`src/sv/selective_repeat_sender_window_assert.svh`:
```
// ----------------------------------------------------------------------------
// Assertion macros
// Shared concurrent assertion forms, clocked on clock and held off in reset.
// ----------------------------------------------------------------------------
`ifndef SELECTIVE_REPEAT_SENDER_WINDOW_ASSERT_SVH
`define SELECTIVE_REPEAT_SENDER_WINDOW_ASSERT_SVH

// plain property, checked every cycle out of reset
`define SRSW_ASSERT(label, prop, msg) \
   label: assert property (@(posedge clock) disable iff (reset) (prop)) else $error(msg);

// same-cycle implication
`define SRSW_ASSERT_IMPL(label, ante, cons, msg) \
   label: assert property (@(posedge clock) disable iff (reset) (ante) |-> (cons)) \
      else $error(msg);

`endif

```
`src/sv/srsw_pkg.sv`:
```
// ----------------------------------------------------------------------------
// srsw_pkg
// Types and constants shared by the selective-repeat sender window modules.
// ----------------------------------------------------------------------------
package srsw_pkg;

   localparam int unsigned CSR_ADDR_BITS = 4;

   localparam logic [4:0]  WINDOW_SIZE_RESET = 5'd5;
   localparam logic [31:0] TOTAL_RESET       = 32'd0;
   localparam logic [15:0] TIMEOUT_RESET     = 16'd500;
   localparam logic [31:0] MAX_TOTAL         = 32'hFFFF_FFFE;

   typedef enum logic [1:0] {
      REG_WINDOW_SIZE = 2'd0,
      REG_TOTAL       = 2'd1,
      REG_TIMEOUT     = 2'd2
   } reg_index_type;

   localparam logic OP_TICK = 1'b0;
   localparam logic OP_ACK  = 1'b1;

   // controller -> datapath
   typedef struct packed {
      logic accept_tick;
      logic accept_ack;
      logic prep;
      logic scan_rd;
      logic scan_cmp;
      logic retx_init;
      logic send_new;
      logic send_retx;
      logic ack_mark;
      logic ack_slide;
      logic quiet;
   } cmd_type;

   // datapath -> controller
   typedef struct packed {
      logic scan_done;
      logic new_pending;
      logic new_last;
      logic retx_pending;
      logic retx_last;
      logic slide_more;
   } status_type;

endpackage

```
`src/sv/srsw_csr.sv`:
```
// ----------------------------------------------------------------------------
// srsw_csr
// APB register file: window size, total packet count, ack timeout.
// ----------------------------------------------------------------------------
module srsw_csr
   import srsw_pkg::*;
(
   input  logic                     clock,
   input  logic                     reset,
   input  logic                     psel,
   input  logic                     penable,
   input  logic                     pwrite,
   input  logic [CSR_ADDR_BITS-1:0] paddr,
   input  logic [31:0]              pwdata,
   output logic [31:0]              prdata,
   output logic                     pready,
   output logic [4:0]               window_limit,
   output logic [31:0]              packet_count,
   output logic [15:0]              ack_timeout
);

   logic [4:0]    window_ff;
   logic [31:0]   total_ff;
   logic [15:0]   timeout_ff;
   logic          wr_en;
   reg_index_type idx;

   assign pready = 1'b1;
   assign wr_en  = psel & penable & pwrite & pready;
   assign idx    = reg_index_type'(paddr[3:2]);

   always_ff @(posedge clock) begin
      if (reset) begin
         window_ff  <= WINDOW_SIZE_RESET;
         total_ff   <= TOTAL_RESET;
         timeout_ff <= TIMEOUT_RESET;
      end else if (wr_en) begin
         unique case (idx)
            REG_WINDOW_SIZE: window_ff  <= pwdata[4:0];
            REG_TOTAL:       total_ff   <= pwdata;
            REG_TIMEOUT:     timeout_ff <= pwdata[15:0];
            default: ;
         endcase
      end
   end

   always_comb begin
      unique case (idx)
         REG_WINDOW_SIZE: prdata = {27'd0, window_ff};
         REG_TOTAL:       prdata = total_ff;
         REG_TIMEOUT:     prdata = {16'd0, timeout_ff};
         default:         prdata = 32'd0;
      endcase
   end

   assign window_limit = window_ff;
   assign packet_count = total_ff;
   assign ack_timeout  = timeout_ff;

endmodule

```
`src/sv/srsw_ctrl.sv`:
```
// ----------------------------------------------------------------------------
// srsw_ctrl
// Sequencer: tick prep, timeout scan, send emission, ack mark and base slide.
// ----------------------------------------------------------------------------
module srsw_ctrl
   import srsw_pkg::*;
(
   input  logic       clock,
   input  logic       reset,
   input  logic       start,
   input  logic       req_operation,
   input  status_type status,
   output cmd_type    cmd,
   output logic       busy
);

   typedef enum logic [3:0] {
      S_IDLE,
      S_PREP,
      S_SCAN_RD,
      S_SCAN_CMP,
      S_SEND_NEW,
      S_SEND_RETX,
      S_ACK_MARK,
      S_ACK_SLIDE,
      S_QUIET
   } state_type;

   state_type state_ff;
   state_type state_in;
   logic      busy_ff;

   always_comb begin
      cmd      = '0;
      state_in = state_ff;
      unique case (state_ff)
         S_IDLE: begin
            if (start) begin
               if (req_operation == OP_ACK) begin
                  cmd.accept_ack = 1'b1;
                  state_in       = S_ACK_MARK;
               end else begin
                  cmd.accept_tick = 1'b1;
                  state_in        = S_PREP;
               end
            end
         end
         S_PREP: begin
            cmd.prep = 1'b1;
            state_in = S_SCAN_RD;
         end
         S_SCAN_RD: begin
            if (status.scan_done) begin
               cmd.retx_init = 1'b1;
               priority if (status.new_pending) state_in = S_SEND_NEW;
               else if (status.retx_pending)    state_in = S_SEND_RETX;
               else                             state_in = S_QUIET;
            end else begin
               cmd.scan_rd = 1'b1;
               state_in    = S_SCAN_CMP;
            end
         end
         S_SCAN_CMP: begin
            cmd.scan_cmp = 1'b1;
            state_in     = S_SCAN_RD;
         end
         S_SEND_NEW: begin
            cmd.send_new = 1'b1;
            if (status.new_last) begin
               state_in = status.retx_pending ? S_SEND_RETX : S_IDLE;
            end
         end
         S_SEND_RETX: begin
            cmd.send_retx = 1'b1;
            if (status.retx_last) begin
               state_in = S_IDLE;
            end
         end
         S_ACK_MARK: begin
            cmd.ack_mark = 1'b1;
            state_in     = S_ACK_SLIDE;
         end
         S_ACK_SLIDE: begin
            if (status.slide_more) begin
               cmd.ack_slide = 1'b1;
            end else begin
               state_in = S_QUIET;
            end
         end
         S_QUIET: begin
            cmd.quiet = 1'b1;
            state_in  = S_IDLE;
         end
         default: state_in = S_IDLE;
      endcase
   end

   always_ff @(posedge clock) begin
      if (reset) begin
         state_ff <= S_IDLE;
         busy_ff  <= 1'b0;
      end else begin
         state_ff <= state_in;
         busy_ff  <= (state_in != S_IDLE);
      end
   end

   assign busy = busy_ff;

endmodule

```
`src/sv/srsw_datapath.sv`:
```
// ----------------------------------------------------------------------------
// srsw_datapath
// Window pointers, slot flags, send-time memory, retransmit counter and
// the registered response outputs.
// ----------------------------------------------------------------------------
module srsw_datapath
   import srsw_pkg::*;
#(
   parameter int unsigned WINDOW_SLOTS = 16,
   parameter int unsigned TIME_BITS    = 16
) (
   input  logic        clock,
   input  logic        reset,
   input  cmd_type     cmd,
   output status_type  status,
   input  logic [31:0] req_ack_number,
   input  logic [4:0]  window_limit,
   input  logic [31:0] packet_count,
   input  logic [15:0] ack_timeout,
   output logic        rsp_strobe,
   output logic        rsp_send_valid,
   output logic [31:0] rsp_send_seq,
   output logic        rsp_is_retransmit,
   output logic        rsp_last,
   output logic [31:0] rsp_window_base,
   output logic [31:0] rsp_next_sequence,
   output logic        rsp_transfer_done,
   output logic [31:0] rsp_retransmissions
);

   `include "selective_repeat_sender_window_assert.svh"

   localparam int unsigned SW  = (WINDOW_SLOTS > 1) ? $clog2(WINDOW_SLOTS) : 1;
   localparam int unsigned CW  = $clog2(WINDOW_SLOTS + 1);
   localparam int unsigned AW  = (TIME_BITS > 16) ? TIME_BITS : 16;
   localparam logic [SW-1:0] SLOT_LAST  = SW'(WINDOW_SLOTS - 1);
   localparam logic [SW-1:0] SLOT_RESET = SW'(1 % WINDOW_SLOTS);
   localparam logic [SW:0]   SLOTS_WIDE = (SW + 1)'(WINDOW_SLOTS);

   function automatic logic [SW-1:0] slot_inc(input logic [SW-1:0] s);
      return (s == SLOT_LAST) ? '0 : s + 1'b1;
   endfunction

   // window pointers
   logic [31:0]          base_ff, next_ff, end_ff, cur_ff, ack_ff;
   logic [SW-1:0]        base_slot_ff, next_slot_ff, cur_slot_ff;
   logic [32:0]          limit_ff;
   logic [TIME_BITS-1:0] tick_ff, rd_time_ff;
   logic [31:0]          retx_total_ff;
   logic [CW-1:0]        retx_left_ff;
   logic                 acked_ff [WINDOW_SLOTS];
   logic                 mask_ff  [WINDOW_SLOTS];
   logic [TIME_BITS-1:0] sent_mem [WINDOW_SLOTS];

   // outputs
   logic        strobe_ff, send_valid_ff, is_retx_ff, last_ff, done_ff;
   logic [31:0] send_seq_ff;

   logic [31:0]          eff_total, win_in, end_in, ack_off;
   logic [32:0]          total_p1, cap_in;
   logic [TIME_BITS-1:0] age;
   logic                 timed_out, scan_hit, ack_in_win;
   logic [SW:0]          ack_sum;
   logic [SW-1:0]        ack_slot;
   logic                 mem_we;
   logic [SW-1:0]        mem_waddr;

   assign eff_total = (packet_count > MAX_TOTAL) ? MAX_TOTAL : packet_count;
   assign win_in    = (32'(window_limit) > 32'(WINDOW_SLOTS)) ? 32'(WINDOW_SLOTS)
                                                              : 32'(window_limit);
   assign total_p1  = {1'b0, eff_total} + 33'd1;
   assign cap_in    = (limit_ff < total_p1) ? limit_ff : total_p1;
   assign end_in    = (cap_in > {1'b0, next_ff}) ? cap_in[31:0] : next_ff;

   assign age       = tick_ff - rd_time_ff;
   assign timed_out = AW'(age) >= AW'(ack_timeout);
   assign scan_hit  = !acked_ff[cur_slot_ff] && timed_out;

   // offset from base is below the slot count whenever the ack is in window
   assign ack_in_win = (ack_ff >= base_ff) && (ack_ff < next_ff);
   assign ack_off    = ack_ff - base_ff;
   assign ack_sum    = {1'b0, base_slot_ff} + ack_off[SW:0];
   assign ack_slot   = (ack_sum >= SLOTS_WIDE) ? SW'(ack_sum - SLOTS_WIDE)
                                               : ack_sum[SW-1:0];

   assign mem_we    = cmd.send_new || (cmd.scan_cmp && scan_hit);
   assign mem_waddr = cmd.send_new ? next_slot_ff : cur_slot_ff;

   always_comb begin
      status.scan_done    = (cur_ff == next_ff);
      status.new_pending  = (next_ff != end_ff);
      status.new_last     = ((next_ff + 32'd1) == end_ff);
      status.retx_pending = (retx_left_ff != '0);
      status.retx_last    = mask_ff[cur_slot_ff] && (retx_left_ff == CW'(1));
      status.slide_more   = (base_ff != next_ff) && acked_ff[base_slot_ff];
   end

   // send-time store: one write port, registered read
   always_ff @(posedge clock) begin
      if (mem_we) begin
         sent_mem[mem_waddr] <= tick_ff;
      end
      if (cmd.scan_rd) begin
         rd_time_ff <= sent_mem[cur_slot_ff];
      end
   end

   always_ff @(posedge clock) begin
      if (reset) begin
         base_ff       <= 32'd1;
         next_ff       <= 32'd1;
         end_ff        <= 32'd1;
         cur_ff        <= 32'd1;
         base_slot_ff  <= SLOT_RESET;
         next_slot_ff  <= SLOT_RESET;
         cur_slot_ff   <= SLOT_RESET;
         tick_ff       <= '0;
         retx_total_ff <= '0;
         retx_left_ff  <= '0;
         strobe_ff     <= 1'b0;
         for (int i = 0; i < WINDOW_SLOTS; i++) begin
            acked_ff[i] <= 1'b0;
            mask_ff[i]  <= 1'b0;
         end
      end else begin
         strobe_ff <= cmd.send_new || (cmd.send_retx && mask_ff[cur_slot_ff]) || cmd.quiet;

         if (cmd.accept_tick) begin
            tick_ff      <= tick_ff + 1'b1;
            cur_ff       <= base_ff;
            cur_slot_ff  <= base_slot_ff;
            retx_left_ff <= '0;
            for (int i = 0; i < WINDOW_SLOTS; i++) begin
               mask_ff[i] <= 1'b0;
            end
         end
         if (cmd.accept_ack) begin
            end_ff <= next_ff;
         end
         if (cmd.prep) begin
            end_ff <= end_in;
         end

         if (cmd.scan_cmp) begin
            if (scan_hit) begin
               mask_ff[cur_slot_ff] <= 1'b1;
               retx_left_ff         <= retx_left_ff + 1'b1;
               if (retx_total_ff != '1) begin
                  retx_total_ff <= retx_total_ff + 32'd1;
               end
            end
            cur_ff      <= cur_ff + 32'd1;
            cur_slot_ff <= slot_inc(cur_slot_ff);
         end

         if (cmd.retx_init) begin
            cur_ff      <= base_ff;
            cur_slot_ff <= base_slot_ff;
         end

         if (cmd.send_new) begin
            acked_ff[next_slot_ff] <= 1'b0;
            next_ff                <= next_ff + 32'd1;
            next_slot_ff           <= slot_inc(next_slot_ff);
         end

         if (cmd.send_retx) begin
            if (mask_ff[cur_slot_ff]) begin
               mask_ff[cur_slot_ff] <= 1'b0;
               retx_left_ff         <= retx_left_ff - 1'b1;
            end
            cur_ff      <= cur_ff + 32'd1;
            cur_slot_ff <= slot_inc(cur_slot_ff);
         end

         if (cmd.ack_mark && ack_in_win) begin
            acked_ff[ack_slot] <= 1'b1;
         end

         if (cmd.ack_slide) begin
            acked_ff[base_slot_ff] <= 1'b0;
            base_ff                <= base_ff + 32'd1;
            base_slot_ff           <= slot_inc(base_slot_ff);
         end
      end
   end

   // payload registers
   always_ff @(posedge clock) begin
      if (cmd.accept_tick) begin
         limit_ff <= {1'b0, base_ff} + {1'b0, win_in};
      end
      if (cmd.accept_ack) begin
         ack_ff <= req_ack_number;
      end
      if (cmd.send_new) begin
         send_valid_ff <= 1'b1;
         send_seq_ff   <= next_ff;
         is_retx_ff    <= 1'b0;
         last_ff       <= status.new_last && (retx_left_ff == '0);
         done_ff       <= base_ff > eff_total;
      end else if (cmd.send_retx) begin
         send_valid_ff <= 1'b1;
         send_seq_ff   <= cur_ff;
         is_retx_ff    <= 1'b1;
         last_ff       <= (retx_left_ff == CW'(1));
         done_ff       <= base_ff > eff_total;
      end else if (cmd.quiet) begin
         send_valid_ff <= 1'b0;
         send_seq_ff   <= 32'd0;
         is_retx_ff    <= 1'b0;
         last_ff       <= 1'b1;
         done_ff       <= base_ff > eff_total;
      end
   end

   assign rsp_strobe          = strobe_ff;
   assign rsp_send_valid      = send_valid_ff;
   assign rsp_send_seq        = send_seq_ff;
   assign rsp_is_retransmit   = is_retx_ff;
   assign rsp_last            = last_ff;
   assign rsp_window_base     = base_ff;
   assign rsp_next_sequence   = end_ff;
   assign rsp_transfer_done   = done_ff;
   assign rsp_retransmissions = retx_total_ff;

   `SRSW_ASSERT(a_base_le_next, base_ff <= next_ff, "base passed next sequence")
   `SRSW_ASSERT(a_window_fits, (next_ff - base_ff) <= 32'(WINDOW_SLOTS),
                "outstanding packets exceed slot count")
   `SRSW_ASSERT_IMPL(a_retx_count, cmd.send_retx, retx_left_ff != '0,
                     "retransmit emission with no pending retransmits")

endmodule

```
`src/sv/selective_repeat_sender_window.sv`:
```
// Tick: prep, a timeout scan of each outstanding old slot, then one emission per new
//   send and per old slot up to the last retransmit; ack: mark, then slide the base.
// One request at a time, busy while the sequencer runs; the timeout scan
//   over the send-time memory (read then compare per slot) sets the tick length.
// Results appear in the cycle after they are formed and cannot be stalled.
// Synchronous active-high reset: base and next sequence 1, counters zero, slot flags clear.
// ----------------------------------------------------------------------------
// selective_repeat_sender_window
// Sender side of a selective-repeat ARQ window with APB configuration.
// ----------------------------------------------------------------------------
module selective_repeat_sender_window
   import srsw_pkg::*;
#(
   parameter int unsigned WINDOW_SLOTS = 16,
   parameter int unsigned TIME_BITS    = 16
) (
   input  logic                     clock,
   input  logic                     reset,
   input  logic                     start,
   output logic                     busy,
   input  logic                     req_operation,
   input  logic [31:0]              req_ack_number,
   output logic                     rsp_strobe,
   output logic                     rsp_send_valid,
   output logic [31:0]              rsp_send_seq,
   output logic                     rsp_is_retransmit,
   output logic                     rsp_last,
   output logic [31:0]              rsp_window_base,
   output logic [31:0]              rsp_next_sequence,
   output logic                     rsp_transfer_done,
   output logic [31:0]              rsp_retransmissions,
   input  logic                     psel,
   input  logic                     penable,
   input  logic                     pwrite,
   input  logic [CSR_ADDR_BITS-1:0] paddr,
   input  logic [31:0]              pwdata,
   output logic [31:0]              prdata,
   output logic                     pready
);

   cmd_type     cmd;
   status_type  status;
   logic [4:0]  window_limit;
   logic [31:0] packet_count;
   logic [15:0] ack_timeout;

   srsw_csr u_csr (
      .clock        (clock),
      .reset        (reset),
      .psel         (psel),
      .penable      (penable),
      .pwrite       (pwrite),
      .paddr        (paddr),
      .pwdata       (pwdata),
      .prdata       (prdata),
      .pready       (pready),
      .window_limit (window_limit),
      .packet_count (packet_count),
      .ack_timeout  (ack_timeout)
   );

   srsw_ctrl u_ctrl (
      .clock         (clock),
      .reset         (reset),
      .start         (start),
      .req_operation (req_operation),
      .status        (status),
      .cmd           (cmd),
      .busy          (busy)
   );

   srsw_datapath #(
      .WINDOW_SLOTS (WINDOW_SLOTS),
      .TIME_BITS    (TIME_BITS)
   ) u_datapath (
      .clock               (clock),
      .reset               (reset),
      .cmd                 (cmd),
      .status              (status),
      .req_ack_number      (req_ack_number),
      .window_limit        (window_limit),
      .packet_count        (packet_count),
      .ack_timeout         (ack_timeout),
      .rsp_strobe          (rsp_strobe),
      .rsp_send_valid      (rsp_send_valid),
      .rsp_send_seq        (rsp_send_seq),
      .rsp_is_retransmit   (rsp_is_retransmit),
      .rsp_last            (rsp_last),
      .rsp_window_base     (rsp_window_base),
      .rsp_next_sequence   (rsp_next_sequence),
      .rsp_transfer_done   (rsp_transfer_done),
      .rsp_retransmissions (rsp_retransmissions)
   );

endmodule
```
`config.mk`:
```
export PLATFORM = sky130hd
export DESIGN_NAME = selective_repeat_sender_window
export DESIGN_NICKNAME = d
export VERILOG_FILES = /design/src/sv/srsw_pkg.sv /design/src/sv/srsw_csr.sv /design/src/sv/srsw_ctrl.sv /design/src/sv/srsw_datapath.sv /design/src/sv/selective_repeat_sender_window.sv
export VERILOG_INCLUDE_DIRS = /design/src /design/src/sv
export SDC_FILE = /design/constraint.sdc
export NUM_CORES = 2
export LEC_CHECK = 0
export BUFFER_PORTS_ARGS = -buffer_cell sky130_fd_sc_hd__buf_2
export CAP_MARGIN = 0
export CORE_ASPECT_RATIO = 0.5
export CORE_UTILIZATION = 50
export CTS_CLUSTER_DIAMETER = 200
export DETAILED_ROUTE_END_ITERATION = 6
export PLACE_DENSITY = 0.68
export SLEW_MARGIN = 40
export SYNTH_ARGS = -nofsm -noshare
export SYNTH_HDL_FRONTEND = slang
export SYNTH_SLANG_ARGS = --single-unit
```
`constraint.sdc`:
```
create_clock -name clock -period 9.3 [get_ports clock]
set_input_delay 1.86 -clock clock [delete_from_list [all_inputs] [get_ports clock]]
set_output_delay 1.86 -clock clock [all_outputs]
set_load 0.02 [all_outputs]
```
# After elaboration in Yosys (flattened, before gate mapping)
# Memory sizes are Yosys's and may differ from the RTL's. A register that Yosys moved wholly into a read port is not among the register bits.
# Cells that the tools add are included.
word_totals:
  regBits: 353
  latch_bits: 0
  ramBits: 288
  rom_bits: 0
  input_bits: 75
  out_inout_bits: 167
  word_cells: 241
  memories: 3
op_classes:
  n_addsub: 16
  mul: 0
  div_mod_pow: 0
  n_lt_le_gt_ge: 9
  n_eq_ne: 19
  n_shift: 0
  muxes: 121
  n_bitwise: 19
  n_reduce_logical: 31
memory_table:
  columns: ["name", "words", "word_bits", "rd", "rd_ports_with_merged_regs", "write_ports", "line_no", "rtl"]
  rows:
  - ["u_datapath.sent_mem", 16, 16, 1, 1, 1, "srsw_datapath.sv:53", "logic [TIME_BITS-1:0] sent_mem [WINDOW_SLOTS];"]
  - ["u_datapath.acked_ff", 16, 1, 2, 2, 16, "srsw_datapath.sv:51", "logic acked_ff [WINDOW_SLOTS];"]
  - ["u_datapath.mask_ff", 16, 1, 1, 1, 16, "srsw_datapath.sv:52", "logic mask_ff [WINDOW_SLOTS];"]
op_table:
  columns: ["cell", "count"]
  rows:
  - ["32-bit two-way mux", 11]
  - ["32-bit by 1-bit adder with 32-bit output, second input constant", 4]
  - ["4-bit two-way mux", 26]
  - ["32-bit case mux with 3 select lines", 1]
  - ["1-bit two-way mux", 71]
  - ["32-bit equality test", 2]
  - ["32-bit != test", 2]
  - ["32-bit by 1-bit adder with 33-bit output, second input constant", 1]
  - ["32-bit by 5-bit adder with 33-bit output", 1]
  - ["33-bit by 32-bit greater-than comparator with 1-bit output", 1]
  - ["33-bit less-than comparator", 1]
  - ["33-bit two-way mux", 1]
  - ["32-bit greater-or-equal comparator", 1]
  - ["32-bit greater-than comparator", 1]
  - ["32-bit greater-than comparator, second input constant", 1]
  - ["32-bit less-than comparator", 1]
  - ["32-bit != test, second input constant", 1]
  - ["5-bit two-way mux", 6]
  - ["4-bit case mux with 7 select lines", 1]
  - ["1-bit bitwise OR", 17]
  - ["16-bit by 1-bit adder with 16-bit output, second input constant", 1]
  - ["4-bit by 3-bit equality test with 1-bit output, second input constant", 4]
  - ["4-bit equality test, second input constant", 4]
  - ["16-bit greater-or-equal comparator", 1]
  - ["other kinds (31)", 54]

# Longest topological paths before layout
logic_depth:
  ltp_word: 10
  depth_mapped: 34
  depth_no_buf: 31

# Cells and area by module
# A second synthesis with hierarchy kept.
hier_totals:
  cells_unflattened: 3510
  hier_area_um2: 36686.4
by_module_without_submodules:
  columns: ["module", "instances", "cells_per_inst", "area_each_um2", "seq_area_each_um2"]
  rows:
  - ["srsw_datapath", 1, 3189, 33632.3, 16025.4]
  - ["srsw_csr", 1, 271, 2648.8, 1061.0]
  - ["srsw_ctrl", 1, 50, 405.4, 100.1]

# Least setup slack after synthesis
# No wires, ideal clock.
synth_timing:
  path_kind: "flip-flop to flip-flop"
  startpoint: "register u_csr.total_ff[10] (netlist: u_csr.packet_count[10])"
  endpoint: "register u_datapath.end_ff[21] (netlist: u_datapath.rsp_next_sequence[21])"
  arrival_ps: 6668
  path_slack_ps: 2541
  stages_incl_launch_ff: 34
  synth_period_minus_slack_ps: 6759
  path_cell_list: "dfxtp_1 > buf_2 > nand4_1 > nor4_2 > nor4b_4 > nand4_1 > o41a_1 > ha_1 > nand3_1 > or3_1 > nor2_1 > and4_1 > xnor2_1 > ha_1 > a21o_1 > a21o_1 > a211oi_1 > o31ai_1 > nor2_1 > a21oi_2 > clkbuf_1 > buf_2 > a21oi_1 > ha_1 > a21o_1 > a21o_1 > a21oi_1 > o21ai_0 > a211oi_1 > nor3_1 > o21ai_1 > clkbuf_1 > nand3_1 > a311oi_1"
synth_via:
  elab_chain_cells: 8
synth_rtl:
  columns: ["item", "line_no", "rtl"]
  rows:
  - ["start: declaration", "srsw_csr.sv:23", "logic [31:0] total_ff;"]
  - ["start signal: assignment", "srsw_csr.sv:40", "REG_TOTAL: total_ff <= pwdata;"]
  - ["32-bit greater-than comparator", "srsw_datapath.sv:68", "assign eff_total = (packet_count > MAX_TOTAL) ? MAX_TOTAL : packet_count;"]
  - ["32-bit two-way mux (*)", "srsw_datapath.sv:68", null]
  - ["32-bit by 1-bit adder with 33-bit output (*)", "srsw_datapath.sv:71", "assign total_p1 = {1'b0, eff_total} + 33'd1;"]
  - ["33-bit less-than comparator", "srsw_datapath.sv:72", "assign cap_in = (limit_ff < total_p1) ? limit_ff : total_p1;"]
  - ["33-bit two-way mux (*)", "srsw_datapath.sv:72", null]
  - ["33-bit by 32-bit greater-than comparator with 1-bit output", "srsw_datapath.sv:73", "assign end_in = (cap_in > {1'b0, next_ff}) ? cap_in[31:0] : next_ff;"]
  - ["32-bit two-way mux (*)", "srsw_datapath.sv:73", null]
  - ["32-bit two-way mux (*)", "srsw_datapath.sv:140", "if (cmd.prep) begin"]
  - ["end signal: assignment", "srsw_datapath.sv:138", "end_ff <= next_ff;"]
  - ["end signal: assignment", "srsw_datapath.sv:141", "end_ff <= end_in;"]
  - ["end: declaration", "srsw_datapath.sv:45", "logic [31:0] base_ff, next_ff, end_ff, cur_ff, ack_ff;"]
# Mark *: on every way between the ends. The rest lies on a longest branch, timed or not.
# A chain may end at the register's enable or synchronous reset.

# Worst setup path after layout
layout_timing:
  startpoint: "register u_csr.total_ff[10] (netlist: u_csr.packet_count[10])"
  endpoint: "register u_datapath.end_ff[0] (netlist: u_datapath.rsp_next_sequence[0])"
# The elaborated chain is that of the path after synthesis.

==> flow_metrics.tcl <==
set metrics [dict create \
    outcome "finished clean" \
    grt_use_met1 0.387 \
    htree_levels 2 \
    clock_skew_ps 88.2 \
    drt-initial-drc-count 2638 \
    fmax_mhz 117 \
    synth-simple-area-share 0.151 \
    post_cts_buffers 0 \
    ys_seq_elements 665 \
    tns_ps 0 \
    synth_nets 3717 \
    globalRouteTotalUtil 0.278 \
    grt_pass1_wl_um 156000 \
    yosys-top-cells-count "edfxtp_1 (403), nand2_1 (334), nor2_1 (314), dfxtp_1 (262), ha_1 (214)" \
    fillers 6085 \
    tritoncts "done" \
    fin_area_sq_mm 0.0403 \
    fin_crit_ps 8530 \
    synth_xor_area_frac 0.0717 \
    multi_input_area_sq_mm 0.0173 \
    start_kind "flip-flop" \
    yosysTopAreaCell "edfxtp_1" \
    r2r_slack_ps 770 \
    area_growth_pct 11.7 \
    pwr-share-seq 0.427 \
    power.density_mw_per_mm2 220 \
    synth_adder_area_share 0.0771 \
    numCtsBuffers 60 \
    regArea_sq_mm 0.0174 \
    cp.required_ps 9810 \
    postSynth.asyncResetShare 0 \
    insertion_delay_ps 720 \
    synth_area_per_cell_sq_um 10.5 \
    drv_slew 0 \
    hold_buffers 0 \
    hold_viol_final 0 \
    holdWs_ps 449 \
    synth_top_family_by_area "simple AND/OR/NAND/NOR gates" \
    grt_pass1_vias 25800 \
    synth.most_common_cell "edfxtp_1" \
    synthesis.area_sq_mm 0.0360 \
    cts.sink_count 665 \
    worst-setup-path-type "reg -> reg" \
    vias 27200 \
    finalSetupViolCount 0 \
    busiest_layer "met2" \
    slowest_stage "a21oi_4" \
    hp-class "reg -> reg" \
    ys_types 92 \
    slowest_delay_ps 590 \
    root_buffer "clkbuf_16" \
    core_area_sq_mm 0.0711 \
    synth_compound_area_frac 0.107 \
    p_leak_nw 14.6 \
    cp_data_arrival_time_ps 9030 \
    tightest_slew_ps 895 \
    slew_headroom 0.401 \
    comb_power_share 0.266 \
    cts_resized 0 \
    synth-seq-area-share 0.481 \
    rsz0062_at_grt "no" \
    grt_max_degree 73 \
    viasPerCell 5.92 \
    gr-total-overflow 0 \
    ys.flop_type "edfxtp_1" \
    drc 0 \
    worst_setup_path_end_kind "flip-flop" \
    clk_pin_slew_worst_paths_ps 70 \
    synthTopCellsByArea "edfxtp_1 (34%), dfxtp_1 (15%), ha_1 (7.4%)" \
    place_hpwl_um 74600 \
    crit_start "u_csr.packet_count[10]" \
    critPathMaxFanout 30 \
    crit_top_cell "a21o_1" \
    initial_core_util 0.507 \
    power_w 0.00884 \
    wl_per_cell_um 22.4 \
    antenna_found_initial 1 \
    cp.buffers_inverters 0 \
    die_x_um 382 \
    synth-edff-count 403 \
    r2r_start "u_csr.packet_count[10]" \
    ios 242 \
    rows 69 \
    port_buffers 238 \
    crit_family "simple AND/OR/NAND/NOR gates" \
    drive_above_1_share 0.148 \
    yosys.area.top_type_share 0.336 \
    grtUsageMet3 0.0352 \
    maxCapViolCount 0 \
    p_switching_w 0.00298 \
    die_h_um 192 \
    dpl_cell_area_sq_mm 0.0381 \
    netlist_instances 3423 \
    synthMuxAreaShare 0.0701 \
    max-vdd-ir-drop_uv 201 \
    clockPowerShare 0.307 \
    gr-usage-met2 0.451 \
    synth_warnings 0 \
    clockBufferDepth 3 \
    p_sw_frac 0.338 \
    hp-start "u_datapath.rsp_is_retransmit" \
    drt-total-wl_um 103000 \
    ant_nets 0 \
    internal-power_w 0.00586 \
    nets 3880 \
    die-area_sq_mm 0.0732 \
    period_share 0.917 \
    place_congestion 0.953 \
    drtPass1Iterations 5 \
]
-- routing by layer --
metal	vias to the layer above	wire, um	part of all wire
met5	-	0	0
met4	0	3260	0.032
met3	183	6620	0.064
met2	951	48100	0.47
met1	13300	45100	0.44
li1	12700	-	-
-- cells by family after synthesis --
family | count (synthesis)
DFF | 665
and+or+nand+nor | 1128
buffers and inverters | 370
AOI/OAI and AO/OA | 611
muxes | 134
adders and majority gates | 219
other | 1
xor gates and xnor gates | 295
-- placed cells by master, fill, tap and decap left out, drive strengths merged, types with 21 or more instances in the layout --
cell type | netlist | routed
mux4 | 94 | 94
xnor2 | 201 | 201
dfxtp | 262 | 262
mux2i | 37 | 37
nand4 | 100 | 100
nor4 | 35 | 35
nand3 | 110 | 110
nor3 | 55 | 55
nor2 | 315 | 315
a211oi | 53 | 53
edfxtp | 403 | 403
and3 | 36 | 36
clkbuf | 144 | 79
a311oi | 21 | 21
a21oi | 193 | 193
ha | 214 | 214
clkinv | 3 | 27
nor2b | 23 | 23
a21o | 62 | 62
inv | 177 | 177
nand2 | 335 | 335
or3 | 24 | 24
o21ai | 153 | 153
xor2 | 94 | 94
and2 | 30 | 30
buf | 46 | 290
-- sequential cells by signal (all words and copies together) (netlist names), 4 cells and up, named ones only --
name                            cells
u_datapath.rsp_retransmissions     32
u_csr.packet_count                 32
u_datapath.retx_left_ff             5
u_datapath.next_slot_ff             4
u_datapath.rsp_window_base         32
u_datapath.next_ff                 32
u_datapath.cur_ff                  32
u_datapath.mask_ff                 16
u_datapath.cur_slot_ff              4
u_datapath.acked_ff                16
u_csr.ack_timeout                  16
u_ctrl.state_ff                     4
u_datapath.ack_ff                  32
u_datapath.limit_ff                33
u_datapath.rd_time_ff              16
u_datapath.sent_mem               256
u_datapath.tick_ff                 16
u_csr.window_limit                  5
u_datapath.rsp_send_seq            32
u_datapath.base_slot_ff             4
u_datapath.rsp_next_sequence       32
-- through the flow --
stage	utilization	setup WS [ps]	std cells
2_1_floorplan	-	2540	3423
3_3_place_gp	0.535	1200	4481
3_5_place_dp	0.536	1080	4482
4_1_cts	0.566	993	4596
5_1_grt	0.566	242	4597
6_report	0.566	773	4597
-- path summary, 6_finish.rpt --
check                                                  endpoint  depth (start not counted)
worst max-delay path            u_datapath.rsp_next_sequence[0]                         31
worst min-delay path               u_datapath.rsp_is_retransmit                          2
worst max register to register  u_datapath.rsp_next_sequence[0]                         31
worst min register to register     u_datapath.rsp_is_retransmit                          2
-- worst register-to-register path: cells and delay by family, from the launching register on --
family | cells | cell delay [ps]
xor+xnor | 1 | 170
simple gates | 13 | 3490
flops | 1 | 520
fa+ha+maj | 3 | 850
compound gates | 14 | 3270
-- layout make-up --
type | instances | area share
multi-input cells | 2388 | 0.430
flip-flops and latches | 665 | 0.431
inverters | 180 | 0.0168
clock buffers | 78 | 0.0397
repair buffers | 291 | 0.0400
diodes | 1 | 0.0000621
well taps | 958 | 0.0298
clock inverters | 36 | 0.0133
-- power groups by stage --
stage               sequential (W)  combinational (W)  clock (W)
global route               0.00380            0.00256    0.00286
finish                     0.00377            0.00235    0.00272
global placement           0.00382            0.00224          0
CTS                        0.00376            0.00231    0.00275
floorplan                  0.00380            0.00153          0
detailed placement         0.00383            0.00229          0
Power figures use the tool's default switching activity.
